$ cat src/rtl/bmmd_pkg.sv
package bmmd_pkg;

    localparam int unsigned ADDR_W   = 16;
    localparam int unsigned DATA_W   = 8;
    localparam int unsigned REGION_W = 4;
    localparam int unsigned OFFSET_W = 17;
    localparam int unsigned CFG_IDX_W  = 3;
    localparam int unsigned CFG_DATA_W = 9;

    localparam logic [CFG_IDX_W-1:0] CFG_RAM_CONFIG   = 3'd0;
    localparam logic [CFG_IDX_W-1:0] CFG_MODE_CONFIG  = 3'd1;
    localparam logic [CFG_IDX_W-1:0] CFG_ZP_TARGET    = 3'd2;
    localparam logic [CFG_IDX_W-1:0] CFG_SP_TARGET    = 3'd3;
    localparam logic [CFG_IDX_W-1:0] CFG_COMPAT_MODE  = 3'd4;
    localparam logic [CFG_IDX_W-1:0] CFG_COMPAT_BANK  = 3'd5;
    localparam logic [CFG_IDX_W-1:0] CFG_PORT_LINES   = 3'd6;
    localparam logic [CFG_IDX_W-1:0] CFG_CART_PRESENT = 3'd7;

    localparam logic [REGION_W-1:0] REGION_RAM           = 4'd0;
    localparam logic [REGION_W-1:0] REGION_BASIC         = 4'd1;
    localparam logic [REGION_W-1:0] REGION_FUNCTION_ROM  = 4'd2;
    localparam logic [REGION_W-1:0] REGION_CARTRIDGE     = 4'd3;
    localparam logic [REGION_W-1:0] REGION_EDITOR        = 4'd4;
    localparam logic [REGION_W-1:0] REGION_KERNAL        = 4'd5;
    localparam logic [REGION_W-1:0] REGION_CHARSET       = 4'd6;
    localparam logic [REGION_W-1:0] REGION_COMPAT_BASIC  = 4'd7;
    localparam logic [REGION_W-1:0] REGION_COMPAT_KERNAL = 4'd8;

    localparam logic [1:0] SEL_SYSTEM_ROM   = 2'd0;
    localparam logic [1:0] SEL_FUNCTION_ROM = 2'd1;
    localparam logic [1:0] SEL_CARTRIDGE    = 2'd2;

    localparam logic [ADDR_W-1:0] SHARED_RAM_SPAN [4] =
        '{16'h0400, 16'h1000, 16'h2000, 16'h4000};

    localparam logic [ADDR_W-1:0] BASIC_BASE  = 16'h4000;
    localparam logic [ADDR_W-1:0] CHARSET_OFS = 16'h1000;

    typedef struct packed {
        logic              cmd;
        logic [ADDR_W-1:0] address;
        logic [DATA_W-1:0] write_data;
    } req_t;

    typedef struct packed {
        logic [REGION_W-1:0] region;
        logic [OFFSET_W-1:0] offset;
        logic                store_enable;
        logic [DATA_W-1:0]   store_data;
        logic                io_visible;
    } rsp_t;

    function automatic logic in_common(input logic [3:0] ram_cfg, input logic [ADDR_W-1:0] a);
        logic [ADDR_W-1:0] size;
        begin
            size = SHARED_RAM_SPAN[ram_cfg[1:0]];
            in_common = (ram_cfg[2] && (a < size)) || (ram_cfg[3] && (a >= (16'h0 - size)));
        end
    endfunction

endpackage

$ cat src/rtl/banked_memory_map_decoder.sv
// Banked memory map decoder: turns each CPU access into a region select and
// an offset within that region, for native and compatible mappings.
// Channels:
//   req  - valid/ready, one access item (cmd, address, write_data).
//   rsp  - valid/ready, one result item per access, in order.
//   cfg  - valid/ready register write (cfg_index, cfg_data), always ready;
//          write only while no access is in flight.
// An accepted access passes through the input register and the decode logic
// into the result register, which presents its result.
// Throughput: one access per cycle while rsp_ready is high, set by the single decode stage.
// Reset: all configuration registers return to their defaults (stack page
// target 1, port lines 7, the rest 0) and both stages are emptied.
// Stall: when rsp_ready is low the result register holds; the input stage
// still takes one more access and then holds, and req_ready drops.
module banked_memory_map_decoder (
    input  logic                      clk,
    input  logic                      rst_n,
    input  logic                      req_valid,
    output logic                      req_ready,
    input  bmmd_pkg::req_t            req,
    output logic                      rsp_valid,
    input  logic                      rsp_ready,
    output bmmd_pkg::rsp_t            rsp,
    input  logic                      cfg_valid,
    output logic                      cfg_ready,
    input  logic [bmmd_pkg::CFG_IDX_W-1:0]  cfg_index,
    input  logic [bmmd_pkg::CFG_DATA_W-1:0] cfg_data
);
    import bmmd_pkg::*;

    logic [3:0] ram_config_reg;
    logic [7:0] mode_config_reg;
    logic [8:0] zp_target_reg;
    logic [8:0] sp_target_reg;
    logic       compat_mode_reg;
    logic       compat_bank_reg;
    logic [2:0] port_lines_reg;
    logic       cart_present_reg;

    logic s1_valid_reg;
    req_t s1_reg;
    logic s2_valid_reg;
    rsp_t s2_reg;
    rsp_t s2_next;

    logic s2_load;
    logic s1_load;

    logic [ADDR_W-1:0]   a;
    logic                common_a;
    logic                zp_bank;
    logic                sp_bank;
    logic [OFFSET_W-1:0] ram_off;
    logic [1:0]          lsel;
    logic [1:0]          usel;
    logic                lo;
    logic                hi;
    logic                ch;
    logic [REGION_W-1:0] rd_region;
    logic [OFFSET_W-1:0] rd_off;
    logic                io;

    assign cfg_ready = 1'b1;
    assign s2_load   = s1_valid_reg && (!s2_valid_reg || rsp_ready);
    assign req_ready = !s1_valid_reg || s2_load;
    assign s1_load   = req_valid && req_ready;
    assign rsp_valid = s2_valid_reg;
    assign rsp       = s2_reg;

    always_ff @(posedge clk or negedge rst_n)
    begin
        if (!rst_n)
        begin
            ram_config_reg   <= '0;
            mode_config_reg  <= '0;
            zp_target_reg    <= 9'd0;
            sp_target_reg    <= 9'd1;
            compat_mode_reg  <= 1'b0;
            compat_bank_reg  <= 1'b0;
            port_lines_reg   <= 3'd7;
            cart_present_reg <= 1'b0;
        end
        else if (cfg_valid && cfg_ready)
        begin
            case (cfg_index)
                CFG_RAM_CONFIG:   ram_config_reg   <= cfg_data[3:0];
                CFG_MODE_CONFIG:  mode_config_reg  <= cfg_data[7:0];
                CFG_ZP_TARGET:    zp_target_reg    <= cfg_data[8:0];
                CFG_SP_TARGET:    sp_target_reg    <= cfg_data[8:0];
                CFG_COMPAT_MODE:  compat_mode_reg  <= cfg_data[0];
                CFG_COMPAT_BANK:  compat_bank_reg  <= cfg_data[0];
                CFG_PORT_LINES:   port_lines_reg   <= cfg_data[2:0];
                CFG_CART_PRESENT: cart_present_reg <= cfg_data[0];
                default:          ;
            endcase
        end
    end

    always_ff @(posedge clk or negedge rst_n)
    begin
        if (!rst_n)
        begin
            s1_valid_reg <= 1'b0;
            s2_valid_reg <= 1'b0;
        end
        else
        begin
            if (req_ready)
            begin
                s1_valid_reg <= req_valid;
            end
            if (!s2_valid_reg || rsp_ready)
            begin
                s2_valid_reg <= s1_valid_reg;
            end
        end
    end

    always_ff @(posedge clk)
    begin
        if (s1_load)
        begin
            s1_reg <= req;
        end
        if (s2_load)
        begin
            s2_reg <= s2_next;
        end
    end

    // RAM location under the address
    always_comb
    begin
        a        = s1_reg.address;
        common_a = in_common(ram_config_reg, a);
        zp_bank  = zp_target_reg[8] && !in_common(ram_config_reg, {zp_target_reg[7:0], 8'h00});
        sp_bank  = sp_target_reg[8] && !in_common(ram_config_reg, {sp_target_reg[7:0], 8'h00});
        if (compat_mode_reg)
        begin
            ram_off = {compat_bank_reg && !common_a, a};
        end
        else if (a[15:8] == 8'h00)
        begin
            ram_off = {zp_bank, zp_target_reg[7:0], a[7:0]};
        end
        else if (a[15:8] == 8'h01)
        begin
            ram_off = {sp_bank, sp_target_reg[7:0], a[7:0]};
        end
        else
        begin
            ram_off = {mode_config_reg[6] && !common_a, a};
        end
    end

    // read decode
    always_comb
    begin
        lsel      = mode_config_reg[3:2];
        usel      = mode_config_reg[5:4];
        lo        = port_lines_reg[0];
        hi        = port_lines_reg[1];
        ch        = port_lines_reg[2];
        rd_region = REGION_RAM;
        rd_off    = ram_off;
        if (compat_mode_reg)
        begin
            if (a[15:13] == 3'b101 && lo && hi)
            begin
                rd_region = REGION_COMPAT_BASIC;
                rd_off    = {4'd0, a[12:0]};
            end
            else if (a[15:12] == 4'hD && !ch && (lo || hi))
            begin
                rd_region = REGION_CHARSET;
                rd_off    = {5'd0, a[11:0]};
            end
            else if (a[15:13] == 3'b111 && hi)
            begin
                rd_region = REGION_COMPAT_KERNAL;
                rd_off    = {4'd0, a[12:0]};
            end
        end
        else if (a[15:14] == 2'b01)
        begin
            if (!mode_config_reg[1])
            begin
                rd_region = REGION_BASIC;
                rd_off    = {1'b0, a - BASIC_BASE};
            end
        end
        else if (a[15:14] == 2'b10)
        begin
            if (lsel == SEL_SYSTEM_ROM)
            begin
                rd_region = REGION_BASIC;
                rd_off    = {1'b0, a - BASIC_BASE};
            end
            else if (lsel == SEL_FUNCTION_ROM)
            begin
                rd_region = REGION_FUNCTION_ROM;
                rd_off    = {2'd0, a[14:0]};
            end
            else if (lsel == SEL_CARTRIDGE && cart_present_reg)
            begin
                rd_region = REGION_CARTRIDGE;
                rd_off    = {2'd0, a[14:0]};
            end
        end
        else if (a[15:14] == 2'b11)
        begin
            if (usel == SEL_FUNCTION_ROM)
            begin
                rd_region = REGION_FUNCTION_ROM;
                rd_off    = {2'd0, a[14:0]};
            end
            else if (usel == SEL_CARTRIDGE && cart_present_reg)
            begin
                rd_region = REGION_CARTRIDGE;
                rd_off    = {2'd0, a[14:0]};
            end
            else if (usel == SEL_SYSTEM_ROM)
            begin
                if (a[13:12] == 2'b00)
                begin
                    rd_region = REGION_EDITOR;
                    rd_off    = {5'd0, a[11:0]};
                end
                else if (a[13:12] == 2'b01)
                begin
                    if (mode_config_reg[0] && !mode_config_reg[6])
                    begin
                        rd_region = REGION_CHARSET;
                        rd_off    = {1'b0, CHARSET_OFS | {4'd0, a[11:0]}};
                    end
                end
                else
                begin
                    rd_region = REGION_KERNAL;
                    rd_off    = {4'd0, a[12:0]};
                end
            end
        end
    end

    always_comb
    begin
        if (compat_mode_reg)
        begin
            io = ch && (lo || hi);
        end
        else
        begin
            io = !mode_config_reg[0];
        end
        s2_next.io_visible = io;
        if (s1_reg.cmd)
        begin
            s2_next.region       = REGION_RAM;
            s2_next.offset       = ram_off;
            s2_next.store_enable = 1'b1;
            s2_next.store_data   = s1_reg.write_data;
        end
        else
        begin
            s2_next.region       = rd_region;
            s2_next.offset       = rd_off;
            s2_next.store_enable = 1'b0;
            s2_next.store_data   = '0;
        end
    end

endmodule
$ cat config.mk
export PLATFORM = sky130hd
export DESIGN_NAME = banked_memory_map_decoder
export DESIGN_NICKNAME = d
export VERILOG_FILES = /design/src/rtl/bmmd_pkg.sv /design/src/rtl/banked_memory_map_decoder.sv
export SDC_FILE = /design/constraint.sdc
export NUM_CORES = 1
export LEC_CHECK = 0
export BUFFER_PORTS_ARGS = -buffer_cell sky130_fd_sc_hd__buf_2
export CAP_MARGIN = 10
export CORE_UTILIZATION = 55
export CTS_CLUSTER_DIAMETER = 100
export DETAILED_ROUTE_END_ITERATION = 10
export PLACE_DENSITY = 0.8
export SYNTH_ARGS = -nofsm -noshare
export SYNTH_HDL_FRONTEND = slang
export SYNTH_SLANG_ARGS = --single-unit
$ cat constraint.sdc
create_clock -name clk -period 2.9 [get_ports clk]
set_input_delay 0.29 -clock clk [delete_from_list [all_inputs] [get_ports clk]]
set_output_delay 0.29 -clock clk [all_outputs]
set_load 0.05 [all_outputs]
# Yosys cells after proc, flatten, opt, wreduce, memory -nomap -nowiden
# Index checks and enable logic that the tools add are counted.
word_totals:
  reg_bits: 93
  input_bits: 42
  output_inout_bits: 34
  elab_cells: 137
classes:
  addsub: 2
  order_cmp: 7
  n_eq_ne: 19
  mux: 42
  n_bitwise: 1
  n_reduce_logical: 48
ops:
  columns: ["op", "count"]
  rows:
  - ["17-bit two-way mux", 20]
  - ["16-bit greater-or-equal comparator", 3]
  - ["16-bit less-than comparator", 3]
  - ["4-bit two-way mux", 12]
  - ["16-bit binary-select mux with 2-bit select", 1]
  - ["16-bit two-way mux", 2]
  - ["26-bit two-way mux", 1]
  - ["1-bit logical AND", 21]
  - ["3-bit equality test, second input constant", 6]
  - ["2-bit AND reduction", 8]
  - ["1-bit by 16-bit subtractor with 16-bit output, first input constant", 1]
  - ["16-bit by 15-bit subtractor with 16-bit output, second input constant", 1]
  - ["2-bit by 1-bit equality test with 1-bit output, second input constant", 4]
  - ["2-bit equality test, second input constant", 4]
  - ["8-bit by 1-bit equality test with 1-bit output, second input constant", 1]
  - ["1-bit logical NOT", 8]
  - ["8-bit logical NOT", 1]
  - ["3-bit by 2-bit equality test with 1-bit output, second input constant", 2]
  - ["2-bit logical NOT", 3]
  - ["1-bit logical OR", 6]
  - ["2-bit two-way mux", 3]
  - ["4-bit equality test, second input constant", 1]
  - ["3-bit by 1-bit equality test with 1-bit output, second input constant", 1]
  - ["3-bit greater-or-equal comparator, second input constant", 1]
  - ["4 further kinds", 5]

# Logic depth before layout (Yosys ltp)
logic_depth:
  ltp_word: 24
  ltp_mapped: 9
  ltp_nobuf: 9

# Least setup slack after synthesis
# Ideal clock, no wire load.
synth_path:
  kind: "flip-flop to flip-flop"
  startpoint: "register ram_config_reg[1]"
  endpoint: "register s2_reg, in the netlist rsp[26], data pin"
  setup_ns: 0.158
  t_arrival_ns: 2.193
  required_time_ns: 2.742
  slack_ns: 0.549
  path_stages_with_launch: 10
  path_buffers: 0
  synth_period_minus_slack_ns: 2.351
  cell_sequence: "dfrtp_1 or2_2 inv_1 ha_1 o211ai_1 nand2_1 maj3_1 o22ai_1 nand4b_1 a211oi_2"
synth_rtl:
  columns: ["element", "line_no", "rtl"]
  rows:
  - ["from (decl)", "banked_memory_map_decoder.sv:31", "logic [3:0] ram_config_reg;"]
  - ["from (signal assigned)", "banked_memory_map_decoder.sv:86", "CFG_RAM_CONFIG: ram_config_reg <= cfg_data[3:0];"]
  - ["to (signal assigned)", "banked_memory_map_decoder.sv:127", "s2_reg <= s2_next;"]
  - ["to (decl)", "banked_memory_map_decoder.sv:43", "rsp_t s2_reg;"]

==> metrics.cfg <==
[synthesis]
synth.area.mux_share=0.09701
ys.warnings.count=0
ys_ff_latch=93
syn_area_per_cell_um2=12.55
syn_area_um2=4695
ys.flop_type=edfxtp_1
synth-compound-area-share=0.1127
synth_area_leader_cell=edfxtp_1
synth.distinct_cells=60
synthAdderAreaFrac=0.07676
synthSimpleGateAreaFrac=0.1277
synthXorXnorAreaFrac=0
synth_top_family_by_area=simple AND/OR/NAND/NOR gates
ys_async_sr_fraction=0.3978
ys_seq_area_frac=0.5565
synthCells=374
synth_edf_count=56
synth_top_area_frac=0.3582
yosys-top-cells-area=edfxtp_1, dfrtp_1, mux2_2

[hold_path]
hold_path_class=input pin to asynchronous set/reset pin

[layout]
n_antenna_cell=0
largest_reg_flops=31
nNetsFinal=524
final_layout_size_suffix_gt1_frac=0.3159
syn_to_final_growth_pct=14.98
layout_common_cells=buf_2, edfxtp_1, mux2_2, dfrtp_1, ha_1
final_area_um2=5398
layout_commonest_cell=buf_2

[timing]
fin_crit_sh=0.9150
setup_viol=0
fin_skew_ns=0.01172
timing.hold.ws_ns=0.01291
fin_tns_setup_ns=0
relSlewSlack=0.4566
min_period_ns=2.654
rsz0062_at_grt=false
hold_viol=0
fmax_mhz=376.9
maxSlewViolCount=0
tightest_slew_ns=0.8152

[setup_path]
cp-end-kind=flip-flop
critPathKind=flip-flop to flip-flop
cp_common_cell=a31oi_1
max_stage_delay_ns=0.53
crit_chain=inv_1 -> ha_1 -> or4b_4 -> nor3_2 -> a31oi_1 -> a31oi_1 -> o32ai_1 -> a21oi_1
arrival_ns=2.83
crit_fanout=7
crit_path_start_kind=flip-flop
slowest_stage=edfxtp_1
cp.required_ns=3.08

[detailed_routing]
via_count=3329
drt_wl_total_mm=10.60
routedWlPerCell_um=18.79
drc=0
antenna_left=0
drtIter0Drc=156
dr.pass1.iters=4
vias_per_cell=5.902

[global_routing]
grt_pass1_wl_mm=16.92
track_usage=0.2560
grt_max_degree=38
first_global_vias=3344
grt_overflow_total=0
antenna_found_initial=0

[pwr]
p_sw_frac=0.3368
ir_drop_v=0.0003326
p_clk_frac=0.252
internal_power_w=0.002383
power_leakage_nw=2.179
powerDensity_nw_per_um2=665.7
pwr-share-comb=0.247
p_sw_w=0.001210
seqPwrFrac=0.501

[clock_network]
clock-sinks=93
cts-resized-gates=0
ctsHoldBuffers=0
insertion_delay_ns=0.37
cts_buffer_depth=2
post-cts-setup-buffers=0
root_buffer=clkbuf_8
cts_buffers=9
clk_pin_slew_ns=0.10
cts_tree=built
cts_max_level=3

[floorplanning]
core_area_um2=8258
die_w_um=94.39
die_area_um2=8909
std_cell_rows=33
ioPinCount=76
fp.dieH_um=94.39
initial_core_util=0.5685

[placement]
dpl.hpwl_mm=7.776
gp_congestion=0.9435
place_area_um2=5194
io_buffers=74

[job]
cap_violations=0

[status]
status=finished, final reports clean

-- power by group through the flow --
stage	Clock (W)	Sequential, W	Combinational (W)
after CTS	0.000930	0.00180	0.000886
after global placement	0	0.00182	0.000857
after detailed placement	0	0.00183	0.000876
after floorplan	0	0.00189	0.000537
final	0.000905	0.00180	0.000886
after global routing	0.000974	0.00182	0.000977
-- layer usage --
layer  part of all wire  routed length [um]  GRT usage
met1               0.41                4351     0.3158
met2               0.50                5341     0.4312
met3              0.060                 638    0.06361
met4              0.025                 268     0.1013
met5                  0                   0          0
-- cell families (layout without fill, tap and decap cells) --
family | count (synthesis) | count (layout)
simple gates | 97 | 97
flops | 93 | 93
compound gates | 81 | 81
mux | 41 | 41
buf+inv | 31 | 114
fa+ha+maj | 29 | 29
other cells | 2 | 4
-- critical path: cells and delay by family (launching register included) --
family | cells | cell delay (ns)
adder cells (fa/ha/maj) | 1 | 0.18
buffers and inverters | 1 | 0.14
AO/OA/AOI/OAI | 4 | 0.75
flip-flops | 1 | 0.53
AND/OR/NAND/NOR | 2 | 0.87
-- through the flow --
stage          utilization  instances  power (W)  setup slack [ns]
2_1_floorplan            -        376   0.002423            0.5487
3_3_place_gp        0.6289        548   0.002678            0.4112
3_5_place_dp        0.6289        548   0.002706            0.3397
4_1_cts             0.6536        564   0.003616            0.2960
5_1_grt             0.6536        564   0.003775            0.1243
6_report            0.6536        564   0.003593            0.2465
-- cells in the mapped netlist (2+ instances only) --
library cell,count
or3_1,2
dfrtp_1,33
nand2b_1,13
nand4b_1,4
a21oi_1,16
a211oi_1,5
a31oi_1,5
clkbuf_1,11
o21bai_1,2
o22ai_1,2
dfstp_2,4
and2_1,12
nor4_1,3
o211ai_1,7
nor3_1,10
nand2_1,10
nand3b_1,3
a2111oi_0,2
o21ai_0,20
nor3b_1,3
nor4b_1,3
or2_2,2
ha_1,28
nor2b_1,2
mux2_2,36
conb_1,2
inv_1,16
nor2_1,15
o21a_1,5
o21ai_1,2
edfxtp_1,56
nand4_1,6
nand3_1,2
mux2i_1,5
o32a_1,2
-- path summary, 6_finish.rpt --
path                                  from                              to  slack (ns)  depth (start not counted)
setup / recovery           a[15]$_DFFE_PP_               rsp[18]$_DFFE_PP_        0.25                          8
hold reg to reg             a[6]$_DFFE_PP_               rsp[16]$_DFFE_PP_        0.46                          0
setup reg to reg           a[15]$_DFFE_PP_               rsp[18]$_DFFE_PP_        0.25                          8
max in group asynchronous            rst_n  mode_config_reg[0]$_DFFE_PN0P_        2.37                          1
min in group clk                    req[9]                  a[1]$_DFFE_PP_        0.09                          1
hold / removal                       rst_n    sp_target_reg[3]$_DFFE_PN0P_        0.01                          1
-- cell type report --
class,count,area (um^2)
fill,634,2860
sequential,93,2613
multi-input combinational,252,1959
timing repair buffer,82,430.4
tap,105,131.4
clock buffer,9,123.9
clock inverter,7,80.08
inverter,16,60.06
No activity file was read; power rests on OpenSTA's default activity.
